===== config.mk =====
export PLATFORM = sky130hd
export DESIGN_NAME = lidar_frame_parser_flat
export DESIGN_NICKNAME = d
export VERILOG_FILES = /design/src/design/lfp_pkg.sv /design/src/design/lfp_channels.sv /design/src/design/lidar_frame_parser.sv /design/src/design/lfp_front.sv /design/src/design/lfp_queue.sv /design/src/design/lfp_back.sv /design/src/flat_wrapper.sv
export VERILOG_INCLUDE_DIRS = /design/src /design/src/design
export SDC_FILE = /design/constraint.sdc
export NUM_CORES = 1
export LEC_CHECK = 0
export BUFFER_PORTS_ARGS = -buffer_cell sky130_fd_sc_hd__buf_2
export CAP_MARGIN = 20
export CORE_MARGIN = 3
export CORE_UTILIZATION = 59
export CTS_BUF_LIST = sky130_fd_sc_hd__clkbuf_8
export CTS_CLUSTER_DIAMETER = 200
export DETAILED_ROUTE_END_ITERATION = 8
export PLACE_DENSITY = 0.82
export RECOVER_POWER = 50
export SYNTH_ARGS = -nofsm -noshare
export SYNTH_HDL_FRONTEND = slang
export SYNTH_HIERARCHICAL = 1
export SYNTH_SLANG_ARGS = --single-unit

===== constraint.sdc =====
create_clock -name clock -period 4.21 [get_ports clock]
set_input_delay 0.2105 -clock clock [delete_from_list [all_inputs] [get_ports clock]]
set_output_delay 0.2105 -clock clock [all_outputs]
set_load 0.01 [all_outputs]

===== src/design/lidar_frame_parser_assert.svh =====
// assertion macros shared by the lidar frame parser modules
// expects signals named clock and reset in the including module
`ifndef LIDAR_FRAME_PARSER_ASSERT_SVH
`define LIDAR_FRAME_PARSER_ASSERT_SVH

// condition holds at every edge outside reset
`define LFP_ASSERT_ALWAYS(label, cond) \
   label: assert property (@(posedge clock) disable iff (reset) (cond)) \
      else $error("lidar frame parser: invariant violated");

// consequent holds in the same cycle as the antecedent
`define LFP_ASSERT_IMPL(label, ante, cons) \
   label: assert property (@(posedge clock) disable iff (reset) (ante) |-> (cons)) \
      else $error("lidar frame parser: implication violated");

// consequent holds in the cycle after the antecedent
`define LFP_ASSERT_NEXT(label, ante, cons) \
   label: assert property (@(posedge clock) disable iff (reset) (ante) |=> (cons)) \
      else $error("lidar frame parser: next-cycle check violated");

`endif


===== src/design/lfp_pkg.sv =====
// shared types, constants and helpers for the lidar frame parser
// no dependencies; imported by every module of the block
package lfp_pkg;

   localparam int COUNT_WIDTH = 32;
   localparam int COUNT_OUT_WIDTH = 32;
   localparam int QUEUE_DEPTH = 2;
   localparam int QPTR_WIDTH = (QUEUE_DEPTH > 1) ? $clog2(QUEUE_DEPTH) : 1;
   localparam int QCOUNT_WIDTH = $clog2(QUEUE_DEPTH + 1);
   localparam int PAYLOAD_BYTES = 6;

   localparam logic [7:0] HDR_BYTE = 8'h59;

   localparam logic [3:0] POS_HUNT = 4'd0;
   localparam logic [3:0] POS_HEADER = 4'd1;
   localparam logic [3:0] POS_FIRST_DATA = 4'd2;
   localparam logic [3:0] POS_LAST_DATA = 4'd7;
   localparam logic [3:0] POS_CHECKSUM = 4'd8;

   localparam logic [1:0] OP_NONE = 2'd0;
   localparam logic [1:0] OP_HDR_ERR = 2'd1;
   localparam logic [1:0] OP_CSUM_ERR = 2'd2;
   localparam logic [1:0] OP_GOOD = 2'd3;

   localparam logic signed [16:0] TEMP_OFFSET = 17'sd2048;

   typedef logic [COUNT_WIDTH-1:0] count_type;
   typedef logic [COUNT_OUT_WIDTH-1:0] count_out_type;
   typedef logic [QPTR_WIDTH-1:0] qptr_type;
   typedef logic [QCOUNT_WIDTH-1:0] qcount_type;

   typedef struct packed {
      logic [1:0] op;
      logic [15:0] distance;
      logic [15:0] strength;
      logic signed [15:0] temperature;
   } entry_type;

   function automatic logic signed [16:0] temp_to_eighths(input logic signed [15:0] temp);
      logic signed [16:0] wide;
      wide = 17'(temp);
      return wide - TEMP_OFFSET;
   endfunction

endpackage


===== src/design/lfp_channels.sv =====
// valid/ready channel interfaces for the lidar frame parser ports
// no dependencies
interface lfp_req_if;
   logic valid;
   logic ready;
   logic [7:0] rx_byte;

   modport source (output valid, output rx_byte, input ready);
   modport sink (input valid, input rx_byte, output ready);
endinterface

interface lfp_rsp_if;
   logic valid;
   logic ready;
   logic frame_done;
   logic [15:0] range_cm;
   logic [15:0] signal_strength;
   logic signed [15:0] temp_raw;
   logic signed [16:0] temp_eighths_c;
   logic [31:0] good_frame_count;
   logic [31:0] checksum_fail_count;
   logic [31:0] header_fail_count;
   logic [31:0] byte_count;

   modport source (output valid, output frame_done, output range_cm,
                   output signal_strength, output temp_raw, output temp_eighths_c,
                   output good_frame_count, output checksum_fail_count,
                   output header_fail_count, output byte_count, input ready);
   modport sink (input valid, input frame_done, input range_cm,
                 input signal_strength, input temp_raw, input temp_eighths_c,
                 input good_frame_count, input checksum_fail_count,
                 input header_fail_count, input byte_count, output ready);
endinterface


===== src/design/lidar_frame_parser.sv =====
// Byte-serial parser for 9-byte lidar frames: two 0x59 header bytes, six payload
// bytes (distance, strength, temperature, little endian) and an 8-bit sum check.
// Every accepted byte yields exactly one result transfer carrying the held values and
// the wrapping counters as they stand after that byte; frame_done marks the byte that
// closed a good frame. The block takes one byte per clock while the result side
// accepts one per clock. A byte is classified and written into the two-entry queue when
// it is taken, then moves into the output register of the back end once that register
// is free, and its result is offered from there. The queue and the output register hold
// up to three results; when the result side stalls, the input stalls once the queue is
// full, in a steady stream the cycle after.
// Depends on lfp_pkg, lfp_channels, lfp_front, lfp_queue and lfp_back.
module lidar_frame_parser import lfp_pkg::*; (
   input  logic      clock,
   input  logic      reset,
   lfp_req_if.sink   req_link,
   lfp_rsp_if.source rsp_link
);

   logic      push_valid;
   logic      push_ready;
   entry_type push_entry;
   logic      pop_valid;
   logic      pop_ready;
   entry_type pop_entry;

   lfp_front u_front (
      .clock      (clock),
      .reset      (reset),
      .req_link   (req_link),
      .push_valid (push_valid),
      .push_ready (push_ready),
      .push_entry (push_entry)
   );

   lfp_queue u_queue (
      .clock     (clock),
      .reset     (reset),
      .in_valid  (push_valid),
      .in_ready  (push_ready),
      .in_entry  (push_entry),
      .out_valid (pop_valid),
      .out_ready (pop_ready),
      .out_entry (pop_entry)
   );

   lfp_back u_back (
      .clock     (clock),
      .reset     (reset),
      .pop_valid (pop_valid),
      .pop_ready (pop_ready),
      .pop_entry (pop_entry),
      .rsp_link  (rsp_link)
   );

endmodule


===== src/design/lfp_front.sv =====
// front end: frame position tracking, running checksum and payload capture
// depends on lfp_pkg, lfp_channels and the assertion macro header
`include "lidar_frame_parser_assert.svh"

module lfp_front import lfp_pkg::*; (
   input  logic      clock,
   input  logic      reset,
   lfp_req_if.sink   req_link,
   output logic      push_valid,
   input  logic      push_ready,
   output entry_type push_entry
);

   logic [3:0] frame_pos_ff, frame_pos_in;
   logic [7:0] sum_ff, sum_in;
   logic [7:0] payload_ff [PAYLOAD_BYTES];
   logic [7:0] rx;
   logic       take;
   logic       shift_en;
   logic [1:0] op;

   assign rx = req_link.rx_byte;
   assign req_link.ready = push_ready;
   assign push_valid = req_link.valid;
   assign take = req_link.valid && push_ready;

   always_comb begin
      frame_pos_in = frame_pos_ff;
      sum_in = sum_ff;
      shift_en = 1'b0;
      op = OP_NONE;
      unique case (frame_pos_ff) inside
         POS_HEADER: begin
            if (rx == HDR_BYTE) begin
               frame_pos_in = POS_FIRST_DATA;
               sum_in = sum_ff + rx;
            end else begin
               frame_pos_in = POS_HUNT;
               op = OP_HDR_ERR;
            end
         end
         [POS_FIRST_DATA:POS_LAST_DATA]: begin
            frame_pos_in = frame_pos_ff + 4'd1;
            sum_in = sum_ff + rx;
            shift_en = 1'b1;
         end
         POS_CHECKSUM: begin
            if (sum_ff == rx) begin
               frame_pos_in = POS_HUNT;
               op = OP_GOOD;
            end else begin
               op = OP_CSUM_ERR;
               if (rx == HDR_BYTE) begin
                  frame_pos_in = POS_HEADER;
                  sum_in = rx;
               end else begin
                  frame_pos_in = POS_HUNT;
               end
            end
         end
         default: begin
            if (rx == HDR_BYTE) begin
               frame_pos_in = POS_HEADER;
               sum_in = rx;
            end
         end
      endcase
   end

   always_comb begin
      push_entry.op = op;
      push_entry.distance = {payload_ff[1], payload_ff[0]};
      push_entry.strength = {payload_ff[3], payload_ff[2]};
      push_entry.temperature = {payload_ff[5], payload_ff[4]};
   end

   always_ff @(posedge clock) begin
      if (reset) begin
         frame_pos_ff <= POS_HUNT;
      end else if (take) begin
         frame_pos_ff <= frame_pos_in;
      end
   end

   // shift line: oldest payload byte ends at index 0
   always_ff @(posedge clock) begin
      if (take) begin
         sum_ff <= sum_in;
      end
      if (take && shift_en) begin
         for (int i = 0; i < PAYLOAD_BYTES - 1; i++) begin
            payload_ff[i] <= payload_ff[i+1];
         end
         payload_ff[PAYLOAD_BYTES-1] <= rx;
      end
   end

   `LFP_ASSERT_ALWAYS(a_pos_range, frame_pos_ff <= POS_CHECKSUM)
   `LFP_ASSERT_NEXT(a_header_err_restarts, take && op == OP_HDR_ERR, frame_pos_ff == POS_HUNT)

endmodule


===== src/design/lfp_queue.sv =====
// short fifo of classified bytes between the front and back ends
// depends on lfp_pkg and the assertion macro header
`include "lidar_frame_parser_assert.svh"

module lfp_queue import lfp_pkg::*; (
   input  logic      clock,
   input  logic      reset,
   input  logic      in_valid,
   output logic      in_ready,
   input  entry_type in_entry,
   output logic      out_valid,
   input  logic      out_ready,
   output entry_type out_entry
);

   entry_type  slot_ff [QUEUE_DEPTH];
   qptr_type   wr_ptr_ff, wr_ptr_in;
   qptr_type   rd_ptr_ff, rd_ptr_in;
   qcount_type count_ff, count_in;
   logic       push;
   logic       pop;

   function automatic qptr_type next_ptr(input qptr_type ptr);
      if (ptr == qptr_type'(QUEUE_DEPTH - 1)) begin
         return '0;
      end
      return ptr + qptr_type'(1);
   endfunction

   assign in_ready = count_ff != qcount_type'(QUEUE_DEPTH);
   assign out_valid = count_ff != '0;
   assign push = in_valid && in_ready;
   assign pop = out_valid && out_ready;
   assign out_entry = slot_ff[rd_ptr_ff];

   always_comb begin
      wr_ptr_in = push ? next_ptr(wr_ptr_ff) : wr_ptr_ff;
      rd_ptr_in = pop ? next_ptr(rd_ptr_ff) : rd_ptr_ff;
      case ({push, pop})
         2'b10: count_in = count_ff + qcount_type'(1);
         2'b01: count_in = count_ff - qcount_type'(1);
         default: count_in = count_ff;
      endcase
   end

   always_ff @(posedge clock) begin
      if (reset) begin
         wr_ptr_ff <= '0;
         rd_ptr_ff <= '0;
         count_ff <= '0;
      end else begin
         wr_ptr_ff <= wr_ptr_in;
         rd_ptr_ff <= rd_ptr_in;
         count_ff <= count_in;
      end
   end

   always_ff @(posedge clock) begin
      if (push) begin
         slot_ff[wr_ptr_ff] <= in_entry;
      end
   end

   `LFP_ASSERT_ALWAYS(a_count_bound, count_ff <= qcount_type'(QUEUE_DEPTH))
   `LFP_ASSERT_NEXT(a_count_up, push && !pop, count_ff == $past(count_ff) + qcount_type'(1))

endmodule


===== src/design/lfp_back.sv =====
// back end: held measurement words, wrapping counters and result register
// depends on lfp_pkg, lfp_channels and the assertion macro header
`include "lidar_frame_parser_assert.svh"

module lfp_back import lfp_pkg::*; (
   input  logic      clock,
   input  logic      reset,
   input  logic      pop_valid,
   output logic      pop_ready,
   input  entry_type pop_entry,
   lfp_rsp_if.source rsp_link
);

   logic                valid_ff, valid_in;
   logic                done_ff;
   logic [15:0]         dist_ff;
   logic [15:0]         str_ff;
   logic signed [15:0]  temp_ff;
   logic signed [16:0]  eighths_ff;
   count_type           cnt_good_ff;
   count_type           cnt_csum_ff;
   count_type           cnt_hdr_ff;
   count_type           cnt_byte_ff;
   logic                pop;

   assign pop_ready = !valid_ff || rsp_link.ready;
   assign pop = pop_valid && pop_ready;

   always_comb begin
      valid_in = valid_ff;
      if (pop) begin
         valid_in = 1'b1;
      end else if (rsp_link.ready) begin
         valid_in = 1'b0;
      end
   end

   always_ff @(posedge clock) begin
      if (reset) begin
         valid_ff <= 1'b0;
         done_ff <= 1'b0;
         dist_ff <= '0;
         str_ff <= '0;
         temp_ff <= '0;
         eighths_ff <= -TEMP_OFFSET;
         cnt_good_ff <= '0;
         cnt_csum_ff <= '0;
         cnt_hdr_ff <= '0;
         cnt_byte_ff <= '0;
      end else begin
         valid_ff <= valid_in;
         if (pop) begin
            cnt_byte_ff <= cnt_byte_ff + count_type'(1);
            done_ff <= pop_entry.op == OP_GOOD;
            unique case (pop_entry.op)
               OP_HDR_ERR: cnt_hdr_ff <= cnt_hdr_ff + count_type'(1);
               OP_CSUM_ERR: cnt_csum_ff <= cnt_csum_ff + count_type'(1);
               OP_GOOD: begin
                  dist_ff <= pop_entry.distance;
                  str_ff <= pop_entry.strength;
                  temp_ff <= pop_entry.temperature;
                  eighths_ff <= temp_to_eighths(pop_entry.temperature);
                  cnt_good_ff <= cnt_good_ff + count_type'(1);
               end
               default: ;
            endcase
         end
      end
   end

   assign rsp_link.valid = valid_ff;
   assign rsp_link.frame_done = done_ff;
   assign rsp_link.range_cm = dist_ff;
   assign rsp_link.signal_strength = str_ff;
   assign rsp_link.temp_raw = temp_ff;
   assign rsp_link.temp_eighths_c = eighths_ff;
   assign rsp_link.good_frame_count = count_out_type'(cnt_good_ff);
   assign rsp_link.checksum_fail_count = count_out_type'(cnt_csum_ff);
   assign rsp_link.header_fail_count = count_out_type'(cnt_hdr_ff);
   assign rsp_link.byte_count = count_out_type'(cnt_byte_ff);

   `LFP_ASSERT_NEXT(a_good_sets_done, pop && pop_entry.op == OP_GOOD, done_ff && valid_ff)
   `LFP_ASSERT_NEXT(a_byte_count_step, pop, cnt_byte_ff == $past(cnt_byte_ff) + count_type'(1))

endmodule

===== src/flat_wrapper.sv =====
// flat-port wrapper written by rule: the top's interface ports become plain ports
module lidar_frame_parser_flat import lfp_pkg::*;
  (clock, reset, req_link_valid, req_link_rx_byte, req_link_ready, rsp_link_valid, rsp_link_frame_done, rsp_link_range_cm, rsp_link_signal_strength, rsp_link_temp_raw, rsp_link_temp_eighths_c, rsp_link_good_frame_count, rsp_link_checksum_fail_count, rsp_link_header_fail_count, rsp_link_byte_count, rsp_link_ready);
  lfp_req_if req_link_i ();
  lfp_rsp_if rsp_link_i ();
  input  logic clock;
  input  logic reset;
  input wire logic [$bits(req_link_i.valid)-1:0] req_link_valid;
  input wire logic [$bits(req_link_i.rx_byte)-1:0] req_link_rx_byte;
  output wire logic [$bits(req_link_i.ready)-1:0] req_link_ready;
  output wire logic [$bits(rsp_link_i.valid)-1:0] rsp_link_valid;
  output wire logic [$bits(rsp_link_i.frame_done)-1:0] rsp_link_frame_done;
  output wire logic [$bits(rsp_link_i.range_cm)-1:0] rsp_link_range_cm;
  output wire logic [$bits(rsp_link_i.signal_strength)-1:0] rsp_link_signal_strength;
  output wire logic [$bits(rsp_link_i.temp_raw)-1:0] rsp_link_temp_raw;
  output wire logic [$bits(rsp_link_i.temp_eighths_c)-1:0] rsp_link_temp_eighths_c;
  output wire logic [$bits(rsp_link_i.good_frame_count)-1:0] rsp_link_good_frame_count;
  output wire logic [$bits(rsp_link_i.checksum_fail_count)-1:0] rsp_link_checksum_fail_count;
  output wire logic [$bits(rsp_link_i.header_fail_count)-1:0] rsp_link_header_fail_count;
  output wire logic [$bits(rsp_link_i.byte_count)-1:0] rsp_link_byte_count;
  input wire logic [$bits(rsp_link_i.ready)-1:0] rsp_link_ready;
  assign req_link_i.valid = req_link_valid;
  assign req_link_i.rx_byte = req_link_rx_byte;
  assign req_link_ready = req_link_i.ready;
  assign rsp_link_valid = rsp_link_i.valid;
  assign rsp_link_frame_done = rsp_link_i.frame_done;
  assign rsp_link_range_cm = rsp_link_i.range_cm;
  assign rsp_link_signal_strength = rsp_link_i.signal_strength;
  assign rsp_link_temp_raw = rsp_link_i.temp_raw;
  assign rsp_link_temp_eighths_c = rsp_link_i.temp_eighths_c;
  assign rsp_link_good_frame_count = rsp_link_i.good_frame_count;
  assign rsp_link_checksum_fail_count = rsp_link_i.checksum_fail_count;
  assign rsp_link_header_fail_count = rsp_link_i.header_fail_count;
  assign rsp_link_byte_count = rsp_link_i.byte_count;
  assign rsp_link_i.ready = rsp_link_ready;
  lidar_frame_parser u_core (.clock(clock), .reset(reset), .req_link(req_link_i), .rsp_link(rsp_link_i));
endmodule

==> results of run 1 <==
-- cell type report --
type / count / area [sq um]
fill: 1860 / 7260
inverter: 28 / 105
multi-input combinational: 858 / 5250
tap: 319 / 399
clock inverter: 37 / 208
sequential: 349 / 8550
timing repair buffer: 225 / 945
clock buffer: 65 / 895
-- worst paths after layout --
| check | startpoint | endpoint | slack (ps) | cells after the start |
|---|---|---|---|---|
| hold / removal | reset | u_core/u_back/rsp_link.checksum_fail_count[14] | 100 | 2 |
| setup / recovery | flip-flop | u_core/u_back/rsp_link.checksum_fail_count[31] | 1580 | 6 |
| setup reg to reg | flip-flop | u_core/u_back/rsp_link.checksum_fail_count[31] | 1580 | 6 |
| hold reg to reg | u_core/u_front/payload_ff[0][7] | u_core/u_queue/slot_ff[0][39] | 440 | 0 |
-- per-layer routing --
layer	global-route usage [%]	vias up	wire length, um	share of wire [%]
met5	0	-	0	0
met4	9.07	0	998	3.2
met3	4.49	75	1870	6.1
met2	38.9	368	14600	47
met1	30.4	4955	13300	43
li1	-	5064	-	-
-- power by group through the flow --
stage          registers [W]  clock network (W)  logic (W)
5_1_grt              0.00386            0.00299    0.00120
6_report             0.00384            0.00276    0.00109
2_1_floorplan        0.00392                  0   0.000793
3_3_place_gp         0.00389                  0    0.00109
4_1_cts              0.00384            0.00283    0.00113
3_5_place_dp         0.00391                  0    0.00111
-- metrics by stage --
step,utilization (%),power (W)
final,69.3,0.00769
after global routing,69.3,0.00805
after CTS,70.3,0.00779
after detailed placement,65.3,0.00501
after global placement,65.3,0.00498
after floorplan,-,0.00471
-- what timing repair did --
action                    CTS  global route
hold endpoints to repair   17             0
hold buffers                9             0
resized for setup           0             0
-- critical path, cell delays in order, from the launching register on --
cell,delay (ps)
dfxtp_2,340
mux2_2,380
and2b_1,330
nand3_2,270
or4_4,600
or4_1,490
a21oi_1,150
-- kinds of logic after synthesis --
group | after synthesis
flops | 349
xor+xnor | 112
compound gates | 144
fa+ha+maj | 18
mux | 53
buf+inv | 100
simple gates | 531
-- synth_stat cells (all sizes together), types with 28 or more instances --
| cell type | instances | area [sq um] |
|---|---|---|
| o21ai | 31 | 159 |
| nand4 | 29 | 181 |
| inv | 28 | 105 |
| xnor2 | 88 | 771 |
| nand3 | 44 | 225 |
| nor3 | 34 | 170 |
| nand2 | 159 | 599 |
| edfxtp | 156 | 4680 |
| nor2 | 127 | 479 |
| a21oi | 83 | 415 |
| nor4 | 44 | 288 |
| dfxtp | 193 | 3860 |
| mux2 | 52 | 586 |
| clkbuf | 44 | 165 |
| buf | 28 | 173 |
-- state kept, by name, indices dropped and copies added (netlist names), named ones only --
signal and flops:
u_core/u_back/rsp_link.temp_eighths_c 6, u_core/u_back/rsp_link.range_cm 16, u_core/u_back/rsp_link.byte_count 32, u_core/u_back/rsp_link.frame_done 1
u_core/u_queue/slot_ff 100, u_core/u_queue/count_ff 2, u_core/u_back/rsp_link.valid 1, u_core/u_back/rsp_link.good_frame_count 32
u_core/u_front/payload_ff 48, u_core/u_front/frame_pos_ff 4, u_core/u_back/rsp_link.header_fail_count 32, u_core/u_queue/wr_ptr_ff 1
u_core/u_back/rsp_link.signal_strength 16, u_core/u_queue/rd_ptr_ff 1, u_core/u_back/rsp_link.temp_raw 16, u_core/u_back/rsp_link.checksum_fail_count 32
u_core/u_front/sum_ff 8
==> metrics.yaml, run 1 <==
status:
  status: "complete, no violations"
logic_synthesis:
  synthSimpleGateAreaFrac_pct: 18.4
  syn_area_per_cell_sq_um: 10.9
  syn-num-nets: 1337
  ys_seq_elements: 349
  netlist_area_sq_um: 14200
  ys_types: 65
  seq_area_frac_synth_pct: 60.1
  yosysWarnings: 6
  synth_xor_area_share_pct: 6.90
  synth-edff-count: 156
  synth_flop_cell: "dfxtp_1"
  synthArstFlopShare_pct: 0
  synthMuxAreaShare_pct: 4.19
  synth_top_family_by_area: "simple AND/OR/NAND/NOR gates"
  synth_fa_ha_area_share_pct: 1.64
  synth_compound_area_share_pct: 5.70
  syn_inst: 1307
die:
  core_sq_um: 23600
  die-area_sq_um: 26000
  num_io_pins: 208
  num_rows: 56
  fp.dieH_um: 161
  dieWidth_um: 161
  start_util_pct: 60.2
clocking:
  cts_setup_buffers: 0
  clk_pin_slew_ps: 60
  htree_levels: 2
  root_buffer: "clkbuf_8"
  insertion_delay_ps: 600
  cts_tree: "done"
  numCtsBuffers: 55
  clkSinkCount: 349
  cts_buffer_depth: 3
route:
  num_vias: 10500
  drc: 0
  drt_first_pass_iters: 6
  drt-total-wl_um: 30800
  vias_per_cell: 5.56
  ant_nets: 0
  wl_per_cell_um: 16.4
  drtIter0Drc: 675
sta:
  timing.fmax_ghz: 0.380
  setup-violations-final: 0
  skew_ps: 35.8
  worstMarginPinSlew_ps: 892
  whs_ps: 98.3
  slew_viol_final: 0
  finalWorstPathRequiredPeriod_ps: 2630
  post-route-period-util_pct: 62.5
  hold_violations: 0
  tns_ps: 0
  rsz0062_at_grt: "no"
  relSlewSlack_pct: 40.4
  worst_slack_ps: 1580
min_path:
  hp-class: "in -> reg"
global_route:
  grt_pass1_vias: 10200
  grt_pass1_wl_um: 50400
  antenna_found_initial: 0
  grt_max_degree: 104
  grt_use_total_pct: 23.3
  gr-total-overflow: 0
critical_path:
  crit_arrival_ps: 3140
  required_ps: 4720
  endpoint_kind: "flip-flop"
  criticalPathCategory: "reg -> reg"
  start_kind: "flip-flop"
  critPathMaxFanout: 12
layout:
  final_net_count: 1547
  final_cell_mix: "204 x clkbuf_1, 192 x dfxtp_1, 158 x nand2_1, 156 x edfxtp_1, 125 x nor2_1"
  final_layout_size_suffix_gt1_share_pct: 10.2
  final_cells: 1881
  stdcell_area_sq_um: 16400
  diodes: 0
  area_delta_synth_final_pct: 15.0
  final_common_cell: "clkbuf_1"
placed_design:
  pre_cts_slack_ps: 1620
  place_area_sq_um: 15400
  placed_cells: 1770
  dp_hpwl_um: 19900
  gp_congestion: 0.835
  numPortBuffers: 207
power_and_ir_drop:
  seqPwrFrac_pct: 49.9
  p_per_area_nw_per_um2: 470
  p_sw_w: 0.00206
  intPower_w: 0.00563
  peakVddDrop_mv: 0.263
  power_frac_comb_pct: 14.2
  swShare_pct: 26.8
  p_clk_share_pct: 35.9
  p_leak_nw: 5.39
job:
  maxCapViolCount: 0
(Power assumes the default switching activity.)
==> run 2, diff against run 1 <==
Clock period 4.21 ns to 2.5 ns, I/O delays scaled along.
==> metrics.yaml, run 2 (synthesis gave the netlist of run 1 again) <==
status:
  status: "complete, no violations"
critical_path:
  start_kind: "flip-flop"
  r2r_cells: 6  # unchanged
  required_ps: 3000  # -1720 ps
  endpoint_kind: "flip-flop"
  crit_arrival_ps: 2830  # -310 ps
  slowest_stage: "or4_4"
  slowest_delay_ps: 530  # -70 ps
  cp_num_buf_inv: 0  # unchanged
  r2r_end: "u_core/u_back/rsp_link.checksum_fail_count[31]"
  path_cells: "mux2_2, and2b_2, nand3_2, or4_4, or4_1, a21oi_1"
  reg2reg_setup_slack_ps: 170  # -1400 ps
  critPathMaxFanout: 6  # -6
  criticalPathCategory: "reg -> reg"
  path_delay_family: "simple AND/OR/NAND/NOR gates"
min_path:
  holdPathEnd: "u_core/u_back/rsp_link.valid"
  worstHoldStart: "rsp_link_ready"
  worstHoldPathCells: 4  # +2
  hp-class: "in -> reg"
sta:
  hold_violations: 0  # unchanged
  setup-violations-final: 0  # unchanged
  finalWorstPathRequiredPeriod_ps: 2330  # -306 ps
  rsz0062_at_grt: "no"
  slew_viol_final: 0  # unchanged
  relSlewSlack_pct: 49.7  # +9.3 points
  skew_ps: 19.8  # -16.0 ps
  post-route-period-util_pct: 93.1  # +31 points
  tns_ps: 0  # unchanged
  worstMarginPinSlew_ps: 755  # -137 ps
  timing.fmax_ghz: 0.430  # +13%
  whs_ps: 147  # +48.9 ps
clocking:
  clk_pin_slew_ps: 60  # about the same
  numCtsBuffers: 55  # unchanged
  hold_buffers: 10  # +1
  root_buffer: "clkbuf_8"
  htree_levels: 2  # unchanged
  post_cts_resized: 0  # unchanged
  cts_buffer_depth: 3  # unchanged
  cts_tree: "done"
  clkSinkCount: 349  # unchanged
  insertion_delay_ps: 580  # -20 ps
  cts_setup_buffers: 0  # unchanged
route:
  drt-total-wl_um: 31400  # +1.9%
  num_vias: 10500  # +0.67%
  drtIter0Drc: 796  # +18%
  vias_per_cell: 5.55  # -0.23%
  drc: 0  # unchanged
  ant_nets: 0  # unchanged
  wl_per_cell_um: 16.5  # +1.0%
  drt_first_pass_iters: 7  # +1
placed_design:
  dp_hpwl_um: 20800  # +4.5%
  place_area_sq_um: 15600  # +1.4%
  placed_cells: 1785  # +0.85%
  numPortBuffers: 207  # unchanged
  gp_congestion: 0.866  # +3.7%
global_route:
  grt_max_degree: 75  # -28%
  gr-max-usage-layer: "met2"
  grt_use_total_pct: 23.4  # +0.061 points
  grtUsageMet2_pct: 39.4  # +0.50 points
  met1_usage_pct: 30.7  # +0.35 points
  antenna_found_initial: 0  # unchanged
  grt_pass1_wl_um: 50400  # unchanged
  gr-total-overflow: 0  # unchanged
  grtUsageMet3_pct: 3.77  # -0.72 points
  grt_pass1_vias: 10100  # -0.71%
layout:
  area_delta_synth_final_pct: 15.8
  largest_register_ffs: 100  # unchanged
  final_cells: 1898  # +0.90%
  final_net_count: 1563  # +1.0%
  nFillCells: 1839  # -1.1%
  final_common_cell: "clkbuf_1"
  final_cell_mix: "203 x clkbuf_1, 192 x dfxtp_1, 158 x nand2_1, 156 x edfxtp_1, 125 x nor2_1"
  diodes: 0  # unchanged
  regMostFlops: "u_core/u_queue/slot_ff"
  ff_latch_area_sq_um: 8550  # unchanged
  reg.largest.list: "u_core/u_queue/slot_ff: 100 flops, u_core/u_front/payload_ff: 48 flops"
  final_layout_size_suffix_gt1_share_pct: 10.6  # +0.46 points
  multi_input_area_sq_um: 5250  # about the same
  stdcell_area_sq_um: 16500  # +0.76%
die:
  die-area_sq_um: 26000  # unchanged
  start_util_pct: 60.2  # unchanged
  dieWidth_um: 161  # unchanged
  num_rows: 56  # unchanged
  fp.dieH_um: 161  # unchanged
  core_sq_um: 23600  # unchanged
  num_io_pins: 208  # unchanged
power_and_ir_drop:
  p_leak_nw: 5.48  # +1.7%
  peakVddDrop_mv: 0.494  # +88%
  p_per_area_nw_per_um2: 775  # +65%
job:
  maxCapViolCount: 0  # unchanged
-- run 2: metal layers --
metal  up-vias  part of all wire (%)
li1       5075                     -
met1      5057                    44
met2       320                    48
met3        80                   5.1
met4         0                   3.5
met5         -                     0
-- run 2: worst max path at each step --
| stage | depth (start not counted) | startpoint | slack (ps) | endpoint |
|---|---|---|---|---|
| floorplan | 8 | flip-flop | 5 | u_core/u_back/rsp_link.checksum_fail_count[31] |
| global placement | 6 | flip-flop | 210 | u_core/u_back/rsp_link.checksum_fail_count[31] |
| detailed placement | 6 | flip-flop | 190 | u_core/u_back/rsp_link.checksum_fail_count[31] |
| CTS | 6 | flip-flop | 170 | u_core/u_back/rsp_link.checksum_fail_count[31] |
| global route | 6 | flip-flop | 30 | u_core/u_back/rsp_link.checksum_fail_count[31] |
| finish | 6 | flip-flop | 170 | u_core/u_back/rsp_link.checksum_fail_count[31] |
-- run 2: stage by stage --
stage	setup WS (ps)	power (W)	utilization [%]
5_1_grt	25.5	0.0134	69.8
4_1_cts	168	0.0129	70.9
2_1_floorplan	4.78	0.00794	-
6_report	173	0.0128	69.8
3_3_place_gp	214	0.00850	66.2
3_5_place_dp	188	0.00856	66.2
-- run 2: cell type report --
type                       count  share of cell area [%]
sequential                   349                    51.9
inverter                      28                   0.638
clock inverter                43                    1.14
tap                          319                    2.42
clock buffer                  60                    5.01
multi-input combinational    858                    31.9
timing repair buffer         241                    7.02
-- run 2: worst min-delay path, cell delays in order --
cell and delay (ps):
buf_2 80, nor2b_1 110, inv_2 240, a21oi_1 100
-- run 2: power by group --
group / internal [W] / leakage (nW) / switching, W / total (W)
logic: 0.000782 / 1.83 / 0.00118 / 0.00196
clock network: 0.00222 / 0.649 / 0.00213 / 0.00434
registers: 0.00630 / 3.00 / 0.000162 / 0.00646
total: 0.00930 / 5.48 / 0.00347 / 0.0128
